[src/rtl/core/pmr_pkg.sv]
// Shared types and constants for the payment reference mod-11 checker.
`default_nettype none

package pmr_pkg;

   // Default length limits
   localparam int MAX_TOTAL_LEN_DEF = 22;
   localparam int MAX_PART_LEN_DEF  = 12;

   // Character codes
   localparam logic [7:0] CHAR_DASH = 8'd45;
   localparam logic [7:0] CHAR_ZERO = 8'd48;
   localparam logic [7:0] CHAR_NINE = 8'd57;

   // Check digit modulus
   localparam logic [4:0] MOD_BASE = 5'd11;

   // Verdict codes
   localparam int         STATUS_W       = 4;
   localparam logic [3:0] STATUS_OK      = 4'd0;
   localparam logic [3:0] STATUS_SHORT   = 4'd1;
   localparam logic [3:0] STATUS_LONG    = 4'd2;
   localparam logic [3:0] STATUS_BADCHAR = 4'd3;
   localparam logic [3:0] STATUS_DASHES  = 4'd4;
   localparam logic [3:0] STATUS_P1_LONG = 4'd5;
   localparam logic [3:0] STATUS_P2_LONG = 4'd6;
   localparam logic [3:0] STATUS_P3_LONG = 4'd7;
   localparam logic [3:0] STATUS_P1_SHORT = 4'd8;
   localparam logic [3:0] STATUS_CHECK   = 4'd9;

   // One word moving from the input register into the checking engine
   typedef struct packed {
      logic       fire;
      logic       is_end;
      logic [7:0] ch;
   } pmr_step_type;

endpackage

`default_nettype wire

[src/rtl/core/pmr_engine.sv]
// Running string state and verdict logic of the payment reference checker.
`default_nettype none

module pmr_engine import pmr_pkg::*; #(
   parameter int MaxTotalLen = MAX_TOTAL_LEN_DEF,
   parameter int MaxPartLen  = MAX_PART_LEN_DEF
) (
   input  logic                clock,
   input  logic                reset,
   input  pmr_step_type        step,
   output logic [STATUS_W-1:0] status
);

   localparam int LenMax = (MaxPartLen > MaxTotalLen) ? MaxPartLen : MaxTotalLen;
   localparam int LenW   = $clog2(LenMax + 2);
   localparam logic [LenW-1:0] LenSat   = LenW'(MaxTotalLen + 1);
   localparam logic [LenW-1:0] TotalMax = LenW'(MaxTotalLen);
   localparam logic [LenW-1:0] PartMax  = LenW'(MaxPartLen);
   localparam logic [LenW-1:0] MinLen   = LenW'(2);

   logic [LenW-1:0] char_count_ff, char_count_in;
   logic [1:0]      dash_count_ff, dash_count_in;
   logic            bad_char_ff, bad_char_in;
   logic [LenW-1:0] part_len_ff [3];
   logic [LenW-1:0] part_len_in [3];
   logic [3:0]      digit_sum_ff, digit_sum_in;
   logic [3:0]      weighted_sum_ff, weighted_sum_in;
   logic [3:0]      pending_ff, pending_in;

   logic       is_dash;
   logic       is_digit;
   logic [3:0] digit;
   logic [4:0] ds_raw;
   logic [3:0] ds_mod;
   logic [4:0] ws_raw;
   logic [4:0] r_raw;
   logic [3:0] r_mod;
   logic [3:0] expect_digit;

   assign is_dash  = (step.ch == CHAR_DASH);
   assign is_digit = (step.ch >= CHAR_ZERO) && (step.ch <= CHAR_NINE);
   assign digit    = step.ch[3:0];

   // Fold the new digit into the running sums, both kept mod 11
   always_comb begin
      ds_raw = {1'b0, digit_sum_ff} + {1'b0, digit};
      ds_mod = (ds_raw >= MOD_BASE) ? 4'(ds_raw - MOD_BASE) : ds_raw[3:0];
      ws_raw = {1'b0, weighted_sum_ff} + {1'b0, ds_mod};
   end

   // Advance the string state on a character, clear it on an end word
   always_comb begin
      char_count_in   = char_count_ff;
      dash_count_in   = dash_count_ff;
      bad_char_in     = bad_char_ff;
      digit_sum_in    = digit_sum_ff;
      weighted_sum_in = weighted_sum_ff;
      pending_in      = pending_ff;
      for (int i = 0; i < 3; i++) begin
         part_len_in[i] = part_len_ff[i];
      end
      if (step.fire && step.is_end) begin
         char_count_in   = '0;
         dash_count_in   = '0;
         bad_char_in     = 1'b0;
         digit_sum_in    = '0;
         weighted_sum_in = '0;
         pending_in      = '0;
         for (int i = 0; i < 3; i++) begin
            part_len_in[i] = '0;
         end
      end else if (step.fire) begin
         if (char_count_ff < LenSat) begin
            char_count_in = char_count_ff + LenW'(1);
         end
         if (is_dash) begin
            if (dash_count_ff != 2'd3) begin
               dash_count_in = dash_count_ff + 2'd1;
            end
         end else begin
            if (!is_digit) begin
               bad_char_in = 1'b1;
            end
            for (int i = 0; i < 3; i++) begin
               if (dash_count_ff == 2'(i) && part_len_ff[i] < LenSat) begin
                  part_len_in[i] = part_len_ff[i] + LenW'(1);
               end
            end
            if (dash_count_ff == 2'd0 && is_digit) begin
               digit_sum_in    = ds_mod;
               weighted_sum_in = (ws_raw >= MOD_BASE) ? 4'(ws_raw - MOD_BASE) : ws_raw[3:0];
               pending_in      = digit;
            end
         end
      end
   end

   // Hold the string state
   always_ff @(posedge clock) begin
      if (reset) begin
         char_count_ff   <= '0;
         dash_count_ff   <= '0;
         bad_char_ff     <= 1'b0;
         digit_sum_ff    <= '0;
         weighted_sum_ff <= '0;
         pending_ff      <= '0;
         for (int i = 0; i < 3; i++) begin
            part_len_ff[i] <= '0;
         end
      end else begin
         char_count_ff   <= char_count_in;
         dash_count_ff   <= dash_count_in;
         bad_char_ff     <= bad_char_in;
         digit_sum_ff    <= digit_sum_in;
         weighted_sum_ff <= weighted_sum_in;
         pending_ff      <= pending_in;
         for (int i = 0; i < 3; i++) begin
            part_len_ff[i] <= part_len_in[i];
         end
      end
   end

   // Drop the check digit from the weighted sum and derive the expected digit
   always_comb begin
      r_raw = {1'b0, weighted_sum_ff} + MOD_BASE - {1'b0, pending_ff};
      r_mod = (r_raw >= MOD_BASE) ? 4'(r_raw - MOD_BASE) : r_raw[3:0];
      if (r_mod == 4'd0) begin
         expect_digit = 4'd1;
      end else if (r_mod == 4'd1) begin
         expect_digit = 4'd0;
      end else begin
         expect_digit = 4'(MOD_BASE - {1'b0, r_mod});
      end
   end

   // Pick the highest priority error, or OK when there is none
   always_comb begin
      if (char_count_ff < MinLen) begin
         status = STATUS_SHORT;
      end else if (char_count_ff > TotalMax) begin
         status = STATUS_LONG;
      end else if (bad_char_ff) begin
         status = STATUS_BADCHAR;
      end else if (dash_count_ff == 2'd3) begin
         status = STATUS_DASHES;
      end else if (part_len_ff[0] > PartMax) begin
         status = STATUS_P1_LONG;
      end else if (part_len_ff[1] > PartMax) begin
         status = STATUS_P2_LONG;
      end else if (part_len_ff[2] > PartMax) begin
         status = STATUS_P3_LONG;
      end else if (part_len_ff[0] < MinLen) begin
         status = STATUS_P1_SHORT;
      end else if (expect_digit != pending_ff) begin
         status = STATUS_CHECK;
      end else begin
         status = STATUS_OK;
      end
   end

endmodule

`default_nettype wire

[config.mk]
export PLATFORM = sky130hd
export DESIGN_NAME = pmr_engine
export DESIGN_NICKNAME = d
export VERILOG_FILES = /design/src/rtl/core/pmr_pkg.sv /design/src/rtl/core/pmr_engine.sv
export SDC_FILE = /design/constraint.sdc
export NUM_CORES = 1
export LEC_CHECK = 0
export BUFFER_PORTS_ARGS = -buffer_cell sky130_fd_sc_hd__buf_2
export CELL_PAD_IN_SITES_DETAIL_PLACEMENT = 1
export CELL_PAD_IN_SITES_GLOBAL_PLACEMENT = 2
export CORE_UTILIZATION = 40
export DETAILED_ROUTE_END_ITERATION = 16
export GPL_TIMING_DRIVEN = 1
export PLACE_DENSITY = 0.9
export SYNTH_ARGS = -nofsm -noshare
export SYNTH_HDL_FRONTEND = slang
export SYNTH_SLANG_ARGS = --single-unit
export TNS_END_PERCENT = 50
[constraint.sdc]
create_clock -name clock -period 8.2 [get_ports clock]
set_input_delay 1.23 -clock clock [delete_from_list [all_inputs] [get_ports clock]]
set_output_delay 1.23 -clock clock [all_outputs]
set_load 0.005 [all_outputs]
# == After elaboration in Yosys (flattened, before gate mapping) ==
# Memories as Yosys holds them, arrays and structs flattened.
# Index checks and enable logic that the tools add are counted.
# Widths: inputs -> output; s select.
# op_classes
add_sub_neg,13
reduce_logical,13
magnitude_cmp,15
eq_ne,7
mux,26
bitwise_logic,5
# ops
operator,n
$mux 4,14
$mux 15,3
$mux 5,6
$add 5x1->5 const B,4
$lt 5x5->1 const B,4
$ge 5x4->1 const B,3
$gt 5x4->1 const B,3
$sub 4x4->4 const B,3
$add 4x4->5,2
$lt 5x2->1 const B,2
$reduce_and 3->1,3
$eq 8x6->1 const B,1
$ge 8x6->1 const B,1
$le 8x6->1 const B,1
$logic_and 1x1->1,6
$add 4x4->5 const B,1
$gt 5x5->1 const B,1
$sub 5x4->5,1
$eq 2x2->1 const B,2
$eq 4x1->1 const B,1
$logic_not 4->1,1
$ne 4x4->1,1
$sub 4x4->4 const A,1
$mux 1,3
8 further kinds,11
# word_totals
in_bits,12
ff_bits,20
ramBits,15
word_cells,86
mem_count,1
output_inout_bits,4
# memory_table
memory,words,width,rd,rd_ports_with_merged_regs,write_ports,line_no,rtl
part_len_ff,3,5,3,0,3,pmr_engine.sv:24,logic [LenW-1:0] part_len_ff [3];

# == Logic depth before layout (Yosys ltp) ==
# Gate-level depths: netlist (run 1).
# logic_depth
ltp_word,17
ltp_mapped,17
depth_no_buf,17

# == Least setup slack after synthesis (run 1) ==
# Ideal clock, no wire load.
# synth_timing
path_type,register -> output
startpoint,register pending_ff[1]
endpoint,output status[3]
stages_incl_launch_ff,18
t_arrival_ns,3.314
setup_slack_ns,3.656
path_buffers,0
t_required_ns,6.970
cell_sequence,dfxtp_1 > inv_1 > ha_1 > ha_1 > inv_1 > fa_1 > a21boi_0 > nand2b_1 > o2bb2ai_1 > nand2b_1 > xnor2_1 > ha_1 > nor4b_1 > o221ai_1 > nor3_1 > mux2i_1 > nor3_1 > nor3_1
# synth_via
elab_chain_cells,16
elab_cells_between_ends,19
cone_classes,add/sub: 3; order compare: 1; eq/ne: 2; mux: 12; reduce/logical: 1
# synth_lines
item,line_no,rtl
start: declaration,pmr_engine.sv:28,"logic [3:0] pending_ff, pending_in;"
start signal: assignment,pmr_engine.sv:116,pending_ff <= pending_in;
$sub 5x4->5,pmr_engine.sv:125,"r_raw = {1'b0, weighted_sum_ff} + MOD_BASE - {1'b0, pending_ff};"
$sub 4x4->4 or $ge 5x4->1 (tied branches),pmr_engine.sv:126,r_mod = (r_raw >= MOD_BASE) ? 4'(r_raw - MOD_BASE) : r_raw[3:0];
$mux 4,pmr_engine.sv:126,
$sub 4x4->4 or $eq 4x1->1 (tied branches),"pmr_engine.sv:132, pmr_engine.sv:129",
$mux 4,pmr_engine.sv:129,end else if (r_mod == 4'd1) begin
$mux 4,pmr_engine.sv:127,if (r_mod == 4'd0) begin
$ne 4x4->1 *,pmr_engine.sv:154,end else if (expect_digit != pending_ff) begin
$mux 4 *,pmr_engine.sv:154,
$mux 4 *,pmr_engine.sv:152,end else if (part_len_ff[0] < MinLen) begin
$mux 4 *,pmr_engine.sv:150,end else if (part_len_ff[2] > PartMax) begin
$mux 4 *,pmr_engine.sv:148,end else if (part_len_ff[1] > PartMax) begin
$mux 4 *,pmr_engine.sv:146,end else if (part_len_ff[0] > PartMax) begin
$mux 4 *,pmr_engine.sv:144,end else if (dash_count_ff == 2'd3) begin
$mux 4 *,pmr_engine.sv:142,end else if (bad_char_ff) begin
$mux 4 *,pmr_engine.sv:140,end else if (char_count_ff > TotalMax) begin
$mux 4 *,pmr_engine.sv:138,if (char_count_ff < MinLen) begin
end: declaration,pmr_engine.sv:11,output logic [STATUS_W-1:0] status
# Every way passes the cells marked *; elsewhere a longest branch is shown, timed or not.

# == Worst setup path after layout (run 1) ==
# Same ends and word-level chain as after synthesis.

==> impl_results.md, run 1 <==
- Status: completed
- Most frequent cells after synthesis: dfxtp_1, nor2_1, ha_1, nand2_1, inv_1
- Total number of vias: about 2200
- Setup CP Type: register to output port
- Synthesized area: between 2000 and 3000 um^2
- Vias/cell: about 5.5
- Max Slew Vio Count: 0
- First-pass GRT wire length: ~10000 um
- Hold_buf cts: 0
- Final period demand of the worst path: ~5.5 ns
- Sequential share of the synthesized area: 0.274
- Drt pass-1 iters: 4
- Worst path required time: 6.97 ns
- Max cap viols: 0
- Place WS: ~3 ns
- Final worst-path cycle share: 0.676
- Num CTS Buffers: 5
- Maximum VDD drop: 0.0766 mV
- Antenna diodes: 0
- Worst-Skew Late Latency: around 0.3 ns
- Worst setup path end: status[3]
- I/O pin cnt: 16
- Cells after Synth: between 300 and 400
- Synth Register Bits: 35
- Data arrival, critical path: roughly 4.3 ns
- Crit end category: output port
- Top cells by area in the synthesized netlist: dfxtp_1, ha_1, nor2_1, xor2_1, nand2_1
- Fin. Hold Viols: 0
- Initial Util: 0.424
- Final Worst Setup Slack: 2.66 ns
- Die Ht: slightly above 80 um
- Wire per inst: about 15 um
- Total GRT Usage: 0.197
- PwrDens: roughly 130 nW/um^2
- Post-synth EDFFs: 0
- Total gr overflow: 0
- Worst Setup SP: pending_ff[1]
- Fin Setup TNS: 0 ns
- Share of post-route cells with drive strength above 1: 0.0929
- Leak: 1.22 nW
- Relative slew slack: 0.312
- Sink Count: 35
- Measured slew at the worst slew-check pin: a little over 1 ns
- Worst min path class: register to register
- Setup-failing EPs final: 0
- Unrepaired setup endpoints after global routing: no
- Initial antenna violation count: 0
- CP max FO: 6
- Area grow syn2layout: 8.37%
- Post-synthesis async set-or-reset flop share: 0
- CTS tree: yes
- Port Buffers: 15
- # rows: 28
- RR Endpoint: weighted_sum_ff[1]
- Count leader, synth: dfxtp_1
- Main synth FF type: dfxtp_1
- Clock transition at the registers of the reported paths: around 0.08 ns
- Synth area leader: dfxtp_1
- Post-CTS Resized: 0
- Share of the synthesized area in the top cell type: 0.274
- Die area: ~6700 um^2
- Core Region: ~6000 um^2
- Syn Area/Cell: a little over 8 um^2
- Largest net degree at the start of global routing: 31
- Post-CTS setup buffers: 0
- Gpl congestion: 0.816
- Vias in the first global route: ~2200
- Cells on worst reg2reg path: 14
- Mapped Nets: ~350
- Final #Nets: 367
- Routed wire length: about 5800 um
- Clock buffer depth: 2
- H-tree depth: 2
- Detailed Place HPWL: ~4600 um
- Yosys Warn Count: 0
- Residual DRC: 0
- Peak Freq: 180 MHz
- Reg2reg start: digit_sum_ff[0]
- Iteration-0 DRC Markers: 43
- Chip width: ~82 um
- Antenna-violating nets left: 0
- Reg2reg setup slack: 4.31 ns
- Netlist cell types: 54
- Clock skew: between 0.009 and 0.01 ns
- Clock Tree Root: clkbuf_8
- Crit start category: register
## per-layer routing
layer,GRT usage,up-vias,wire length [um]
met5,0,-,0
met4,0.0579,0,77
met3,0.0333,6,102
met2,0.329,14,2710
met1,0.259,1049,2920
li1,-,1102,-
## metrics by stage
stage	area [um^2]	hold slack, ns	cells	power, mW	utilization
2_1_floorplan	2550	0.440	309	0.218	-
3_3_place_gp	2680	0.464	390	0.231	0.445
3_5_place_dp	2680	0.469	390	0.233	0.445
4_1_cts	2770	0.479	398	0.361	0.460
5_1_grt	2770	0.502	398	0.376	0.460
6_report	2770	0.481	398	0.357	0.460
## flip-flops by register name, indices dropped and copies added (netlist names)
register,count
pending_ff,4
digit_sum_ff,4
weighted_sum_ff,4
char_count_ff,5
dash_count_ff,2
bad_char_ff,1
part_len_ff,15
## cell families after synthesis
logic type | Yosys count | synth area share
DFF | 35 | 0.274
muxes | 9 | 0.0358
buffers and inverters | 35 | 0.0539
and+or+nand+nor | 106 | 0.203
xor gates and xnor gates | 23 | 0.0818
adders and majority gates | 33 | 0.170
AOI/OAI and AO/OA | 68 | 0.181
## area by class of cell
class | instances | area, um^2
multi-input cells | 239 | 1720
flip-flops and latches | 35 | 701
clock buffers | 6 | 72.6
well taps | 75 | 93.8
repair buffers | 15 | 75.1
inverters | 26 | 97.6
fillers | 758 | 3260
clock inverters | 2 | 12.5
## cells in the final DEF, fill, tap and decap left out, types with 2 or more instances in the layout
cell	count
nor2b_1	3
nand3_1	8
and3_1	8
nor2_1	32
mux2i_1	8
nand2_1	28
a211oi_1	2
xnor2_1	9
inv_1	26
a41oi_1	4
xor2_1	13
buf_2	15
fa_1	3
nor3_1	5
nor3b_1	3
a21o_1	7
nor4_1	4
or4_1	2
a21oi_1	20
a22o_1	2
clkbuf_8	5
o21ai_0	12
nand2b_1	2
o21bai_1	2
a31oi_1	4
and2_1	3
ha_1	30
dfxtp_1	35
## how the worst min path moves through the flow
stage,slack (ns),to,depth (start not counted),from
floorplan,0.44,digit_sum_ff[0],2,digit_sum_ff[0]
global placement,0.46,digit_sum_ff[0],2,digit_sum_ff[0]
detailed placement,0.47,digit_sum_ff[0],2,digit_sum_ff[0]
CTS,0.48,digit_sum_ff[0],2,digit_sum_ff[0]
global route,0.50,digit_sum_ff[0],2,digit_sum_ff[0]
finish,0.48,digit_sum_ff[0],2,digit_sum_ff[0]
## critical path, stage by stage (launching register included)
cell       delay (ns)
dfxtp_1          0.43
inv_1            0.11
ha_1             0.29
ha_1             0.17
inv_1            0.06
fa_1             0.61
a21boi_0         0.39
nand2b_1         0.10
o2bb2ai_1        0.16
nand2b_1         0.10
xnor2_1          0.12
ha_1             0.25
nor4b_1          0.37
o221ai_1         0.17
nor3_1           0.17
mux2i_1          0.13
nor3_1           0.21
nor3_1           0.06
buf_2            0.12
## where the power goes
| group | switching (mW) | internal [mW] |
|---|---|---|
| sequential | 0.00234 | 0.172 |
| combinational | 0.0321 | 0.0221 |
| clock | 0.0685 | 0.0594 |
Note: power is estimated with default switching activity, not from simulation.
==> run 2: changes to the inputs <==
--- a/config.mk
+++ b/config.mk
@@ -5,13 +5,14 @@
 export SDC_FILE = /design/constraint.sdc
 export NUM_CORES = 1
 export LEC_CHECK = 0
+export ABC_AREA = 1
 export BUFFER_PORTS_ARGS = -buffer_cell sky130_fd_sc_hd__buf_2
 export CELL_PAD_IN_SITES_DETAIL_PLACEMENT = 1
 export CELL_PAD_IN_SITES_GLOBAL_PLACEMENT = 2
-export CORE_UTILIZATION = 40
+export CORE_UTILIZATION = 31
 export DETAILED_ROUTE_END_ITERATION = 16
 export GPL_TIMING_DRIVEN = 1
-export PLACE_DENSITY = 0.9
+export PLACE_DENSITY = 0.8
 export SYNTH_ARGS = -nofsm -noshare
 export SYNTH_HDL_FRONTEND = slang
 export SYNTH_SLANG_ARGS = --single-unit
==> constraint.sdc (replaced) <==
create_clock -name clock -period 4.5 [get_ports clock]
set_input_delay 0.675 -clock clock [delete_from_list [all_inputs] [get_ports clock]]
set_output_delay 0.675 -clock clock [all_outputs]
set_load 0.005 [all_outputs]
==> run 2 against run 1 <==
Effect of this change:
- routed wire length grew 2.2%
- clock power is 100% higher
- utilization decreased by 9.2 points
- die area grew 27%
- count of clock-buffer cells in the layout up 1
- sequential cell count stayed put
- critical endpoint is now status[0]
==> impl_results.md, run 2 <==
- Status: completed
- Detailed Place HPWL: 4750 um (+3.2%)
- Total number of vias: 2294 (+5.7%)
- Relative slew slack: 0.615 (+0.303)
- CP top delay family: adder cells
- Largest Register: part_len_ff
- Initial antenna violation count: 0 (unchanged)
- Die Ht: 92.3 um (+13%)
- Num CTS Buffers: 5 (unchanged)
- Residual DRC: 0 (unchanged)
- Largest net degree at the start of global routing: 20 (-35%)
- Post-synthesis async set-or-reset flop share: 0 (unchanged)
- PwrDens: 246 nW/um^2 (+91%)
- Worst path required time: 3.83 ns (-3.14 ns)
- Final instance area: 2870 um^2 (+3.8%)
- Port Buffers: 15 (unchanged)
- Commonest non-fill, non-tap cell in the layout: inv_1
- Final #Nets: 432 (+18%)
- Antenna-violating nets left: 0 (unchanged)
- Most frequent cells after synthesis: inv_1, nand2_1, dfxtp_1, a21oi_1, ha_1
- Sequential share of the synthesized area: 0.277 (+0.00271)
- Most frequent cells in the layout: inv_1, nand2_1, dfxtp_1
- Place WS: 0.0558 ns (-2.91 ns)
- Clock buffer depth: 2 (unchanged)
- Met3 Use GR: 0.0230 (-0.0103)
- Met2 usage: 0.262 (-0.0672)
- Grt met1 use: 0.193 (-0.0655)
- Clock Tree Root: clkbuf_8
- # rows: 32 (+14%)
- GR peak layer: met2
- Cells after Synth: 364 (+18%)
- Iteration-0 DRC Markers: 66 (+53%)
- Share of the synthesized area in the top cell type: 0.277 (+0.00271)
- H-tree depth: 2 (unchanged)
- Crit-path slowest cell: fa_2
- Main synth FF type: dfxtp_1
- Final period demand of the worst path: 4.19 ns
- Area grow syn2layout: 13.6%
- Worst min path class: register to register
- Max Slew Vio Count: 0 (unchanged)
- Clock skew: 0.00754 ns (-0.00220 ns)
- Top cells by area in the synthesized netlist: dfxtp_1, ha_1, inv_1, nand2_1, a21oi_1
- Measured slew at the worst slew-check pin: 0.572 ns (-0.459 ns)
- Vias in the first global route: 2334 (+8.6%)
- Data arrival, critical path: 3.51 ns (-0.80 ns)
- Wire per inst: 12.1 um (-17%)
- I/O pin cnt: 16 (unchanged)
- Top flop regs: part_len_ff: 15 flops, char_count_ff: 5 flops
- CP max FO: 4 (-2)
- Most used cell along the critical path: nand2_1
- WHS: 0.486 ns (+0.00491 ns)
- Util after Layout: 0.368 (-0.0916)
- Syn Area/Cell: 6.95 um^2 (-16%)
- Netlist cell types: 32 (-41%)
- Mapped Nets: 409 (+16%)
- Routed wire length: 5940 um (+2.2%)
- Max cap viols: 0 (unchanged)
- CTS tree: yes
- Final Worst Setup Slack: 0.313 ns (-2.34 ns)
- Gpl congestion: 0.773 (-5.3%)
- Post-layout power: 0.706 mW (+98%)
- Clock transition at the registers of the reported paths: 0.08 ns (about the same)
- Count leader, synth: inv_1
- Peak Freq: between 200 and 250 MHz
- Share of post-route cells with drive strength above 1: 0.129 (+0.0360)
- Total GRT Usage: 0.152 (-0.0456)
- Crit end category: output port
- Core Region: 7810 um^2 (+30%)
- Drt pass-1 iters: 4 (unchanged)
- Antenna diodes: 0 (unchanged)
- Sink Count: 35 (unchanged)
- Synth area leader: dfxtp_1
- Maximum VDD drop: 0.0998 mV (+30%)
- Die area: 8530 um^2 (+27%)
- Worst Path Buf+Inv: 4 (+1)
- Area post-placement: 2730 um^2 (+1.7%)
- Total gr overflow: 0 (unchanged)
- Max reg flops: 15 (unchanged)
- Vias/cell: 4.68 (-14%)
- Synthesized area: 2530 um^2 (-0.98%)
- Crit start category: register
- Slowest Stage Delay on Critical Path: 0.55 ns (-0.06 ns)
- Initial Util: 0.324 (-0.100)
- Leak: 1.32 nW (+8.7%)
- Chip width: 92.3 um (+13%)
- Final worst-path cycle share: 0.930
- Synth Register Bits: 35 (unchanged)
- Setup-failing EPs final: 0 (unchanged)
- First-pass GRT wire length: 10400 um (+3.2%)
- Post-synth EDFFs: 0 (unchanged)
- Setup CP Type: register to output port
- Yosys Warn Count: 0 (unchanged)
- Worst-Skew Late Latency: 0.29 ns (about the same)
- Fin. Hold Viols: 0 (unchanged)
[run 2: kinds of logic after synthesis]
group | after synthesis | share of synthesized area
DFF | 35 | 0.277
adders and majority gates | 33 | 0.172
and+or+nand+nor | 133 | 0.243
xor gates and xnor gates | 13 | 0.0450
buffers and inverters | 85 | 0.127
AOI/OAI and AO/OA | 65 | 0.136
[run 2: tightest hold or removal path: stages (launching register included)]
cell and delay, ns:
dfxtp_1 0.34, inv_1 0.06, a21oi_1 0.05
[run 2: final timing paths]
| check | start | end | slack, ns | cells after the start |
|---|---|---|---|---|
| setup / recovery | pending_ff[1] | status[0] | 0.31 | 25 |
| hold / removal | char_count_ff[4] | char_count_ff[4] | 0.49 | 2 |
| setup reg to reg | digit_sum_ff[0] | weighted_sum_ff[2] | 0.57 | 21 |
| hold reg to reg | char_count_ff[4] | char_count_ff[4] | 0.49 | 2 |
[run 2: through the flow]
| step | setup TNS, ns | std cells |
|---|---|---|
| after detailed placement | 0 | 479 |
| after global routing | -0.0116 | 490 |
| final | 0 | 490 |
| after CTS | 0 | 487 |
| after floorplan | 0 | 364 |
| after global placement | 0 | 479 |
[run 2: layout make-up]
cell class	count	area, um^2
Inverter	81	304
Timing Repair Buffer	20	113
Clock inverter	1	7.51
Multi-Input combinational cell	244	1520
Fill cell	1016	4930
Sequential cell	35	702
Tap cell	102	128
Clock buffer	7	96.3
[run 2: repair_timing]
action | 4_1_cts | 5_1_grt
hold buffers | 0 | 0
buffers inserted | 0 | 3
endpoints found under the setup margin | 0 | 1
resized for setup | 0 | 6
[run 2: report_power, final]
part	switching (mW)	internal, mW	total [mW]	leakage, nW
registers	0.00399	0.314	0.318	0.284
logic	0.0787	0.0497	0.128	0.990
clock network	0.120	0.139	0.259	0.0505
[run 2: metal layers]
metal | wire length, um | vias to the layer above
met5 | 0 | -
met4 | 80 | 0
met3 | 101 | 6
met2 | 2760 | 19
met1 | 2990 | 1059
li1 | - | 1210
==> run 3: changes to the inputs <==
--- a/config.mk
+++ b/config.mk
@@ -5,11 +5,10 @@
 export SDC_FILE = /design/constraint.sdc
 export NUM_CORES = 1
 export LEC_CHECK = 0
-export ABC_AREA = 1
 export BUFFER_PORTS_ARGS = -buffer_cell sky130_fd_sc_hd__buf_2
 export CELL_PAD_IN_SITES_DETAIL_PLACEMENT = 1
 export CELL_PAD_IN_SITES_GLOBAL_PLACEMENT = 2
-export CORE_UTILIZATION = 31
+export CORE_UTILIZATION = 33
 export DETAILED_ROUTE_END_ITERATION = 16
 export GPL_TIMING_DRIVEN = 1
 export PLACE_DENSITY = 0.8
==> run 3 against run 2 <==
Effect of this change:
- sequential power barely moved
- routed wire length grew 5.4%
- clock skew down 0.0058 ns
- largest power group unchanged
==> impl_results.md, run 3 (synthesis gave the netlist of run 1 again) <==
- GR peak layer: met2
- CP max FO: 5 (+1)
- Crit start category: register
- Reg2reg setup slack: 0.61 ns (+0.04 ns)
- Top flop regs: part_len_ff: 15 flops, char_count_ff: 5 flops
- Clock transition at the registers of the reported paths: 0.07 ns (about the same)
- Cells on worst reg2reg path: 15 (-29%)
- Die area: 8100 um^2 (-5.0%)
- Max Slew Vio Count: 0 (unchanged)
- I/O pin cnt: 16 (unchanged)
- Maximum VDD drop: 0.130 mV (+30%)
- Largest Register: part_len_ff
- Largest net degree at the start of global routing: 31 (+55%)
- Final worst-path cycle share: 0.982 (+0.0520)
- Detailed Place HPWL: 4640 um (-2.2%)
- Grt met1 use: 0.197 (+0.00354)
- Peak Freq: 226 MHz (-5.3%)
- Area post-placement: 2740 um^2 (+0.23%)
- Chip width: 90.0 um (-2.5%)
- Setup-failing EPs final: 0 (unchanged)
- Total GRT Usage: 0.157 (+0.00566)
- Status: completed
- Initial Util: 0.347 (+0.0227)
- Antenna-violating nets left: 0 (unchanged)
- Crit end category: output port
- Worst Path Buf+Inv: 4 (unchanged)
- Worst path required time: 3.83 ns (about the same)
- Worst Hold Path EP: digit_sum_ff[0]
- Area of the multi-input gates: 1790 um^2 (+18%)
- Hold path depth: 2 (unchanged)
- RR Endpoint: weighted_sum_ff[1]
- Num CTS Buffers: 5 (unchanged)
- Total number of vias: 2226 (-3.0%)
- Min-Delay Startpoint: digit_sum_ff[0]
- Final #Nets: 376 (-13%)
- Leak: 1.29 nW (-2.8%)
- Met2 usage: 0.276 (+0.0146)
- Area grow syn2layout: 15.6%
- Post-layout power: 0.655 mW (-7.2%)
- Total gr overflow: 0 (unchanged)
- CTS tree: yes
- Critical Path, Cell by Cell: inv_4 -> ha_4 -> ha_4 -> inv_2 -> fa_1 -> a21boi_4 -> buf_4 -> nor4_1 -> a21oi_1 -> ha_2 -> xor2_2 -> o221ai_1 -> nor3_1 -> mux2i_1 -> nor3_1 -> nor3_1 -> buf_2
- Clock buffer depth: 2 (unchanged)
- Clock Tree Root: clkbuf_8
- Final period demand of the worst path: 4.42 ns (+0.234 ns)
- Initial antenna violation count: 0 (unchanged)
- Unrepaired setup endpoints after global routing: yes
- Sink Count: 35 (unchanged)
- Measured slew at the worst slew-check pin: 1.03 ns (+0.461 ns)
- Routed wire length: 6260 um (+5.4%)
- CP top delay family: adder cells
- Vias/cell: 5.16 (+10%)
- Residual DRC: 0 (unchanged)
- Hold_buf cts: 0 (unchanged)
- Wire per inst: 14.5 um (+20%)
- Slowest Stage Delay on Critical Path: 0.48 ns (-0.07 ns)
- Reg area: 707 um^2 (+0.71%)
- Most used cell along the critical path: nor3_1
- # rows: 31 (-3.1%)
- Port Buffers: 15 (unchanged)
- Fin. Hold Viols: 0 (unchanged)
- Dpl cells: 417 (-13%)
- Reg2reg start: digit_sum_ff[0]
- Die Ht: 90.0 um (-2.5%)
- Setup CP Type: register to output port
- Final instance area: 2950 um^2 (+2.8%)
- # fillers: 903 (-11%)
- Final Worst Setup Slack: 0.0793 ns (-0.234 ns)
- Place WS: 0.0842 ns (+0.0285 ns)
- Max reg flops: 15 (unchanged)
- Share of post-route cells with drive strength above 1: 0.160 (+0.0308)
- Most frequent cells in the layout: nor2_1, dfxtp_1, nand2_1
- Core Region: 7370 um^2 (-5.6%)
- Worst min path class: register to register
- Iteration-0 DRC Markers: 79 (+20%)
- Drt pass-1 iters: 4 (unchanged)
- PwrDens: 222 nW/um^2 (-9.8%)
- Crit-path slowest cell: fa_1
- Antenna diodes: 0 (unchanged)
- H-tree depth: 2 (unchanged)
- First-pass GRT wire length: 10400 um (+0.67%)
- Worst Setup SP: pending_ff[1]
- Max cap viols: 0 (unchanged)
- Relative slew slack: 0.311 (-0.304)
- Vias in the first global route: 2221 (-4.8%)
- Met3 Use GR: 0.0254 (+0.00239)
- Clock skew: 0.00169 ns (-0.00585 ns)
- Post-Layout Cell Count: 431 (-12%)
- Worst-Skew Late Latency: 0.29 ns (about the same)
- Data arrival, critical path: 3.75 ns (+0.24 ns)
- Gpl congestion: 0.774 (about the same)
## run 3: cell types whose count changed in the layout (fill, tap and decap cells not counted), sizes merged, moves of 4 or more
cell   previous run  this run
o21ai            27        13
buf              20        24
nor3             24         5
inv              79        26
a41oi             0         4
a21o              0         7
and3              1         8
a21oi            34        20
nor2             25        33
nand3            16         8
xor2              7        14
nand2            55        28
mux2i             0         8
## run 3: area by class of cell
type                       count  share of cell area
inverter                      26              0.0339
clock buffer                   5              0.0233
tap                           99              0.0419
sequential                    35               0.239
timing repair buffer          24              0.0483
clock inverter                 3             0.00678
multi-input combinational    239               0.607
## run 3: worst max path at each step
stage / to / slack, ns / depth (start not counted)
global placement: weighted_sum_ff[1] / 0.10 / 16
CTS: status[0] / 0.03 / 18
detailed placement: weighted_sum_ff[1] / 0.08 / 16
finish: status[3] / 0.08 / 17
floorplan: status[3] / 0.51 / 17
global route: status[3] / -0.17 / 18
## run 3: layer usage
metal	part of all wire	vias to the layer above
met3	0.017	5
met5	0	-
met1	0.48	1087
met4	0.0081	0
met2	0.50	14
li1	-	1120
## run 3: where the power goes
group          internal, mW  leakage [nW]  switching (mW)
clock                 0.108        0.0402           0.123
combinational        0.0457         0.963          0.0606
sequential            0.313         0.285         0.00442
## run 3: timing repair
item	4_1_cts	5_1_grt
pin swaps	1	9
setup buffers	0	6
gates resized for setup	5	14
endpoints found under the setup margin	2	2
hold endpoints to repair	0	0
## run 3: through the flow
stage          setup TNS [ns]  hold WS (ns)  utilization
2_1_floorplan               0         0.440            -
3_3_place_gp                0         0.458        0.371
3_5_place_dp                0         0.461        0.371
4_1_cts                     0         0.473        0.386
5_1_grt                -0.235         0.500        0.401
6_report                    0         0.470        0.401
## run 3: tightest hold or removal path: cells and delay by family (launching register included)
kind	cells	cell delay, ns
and+or+nand+nor	1	0.05
DFF	1	0.32
AOI/OAI and AO/OA	1	0.05
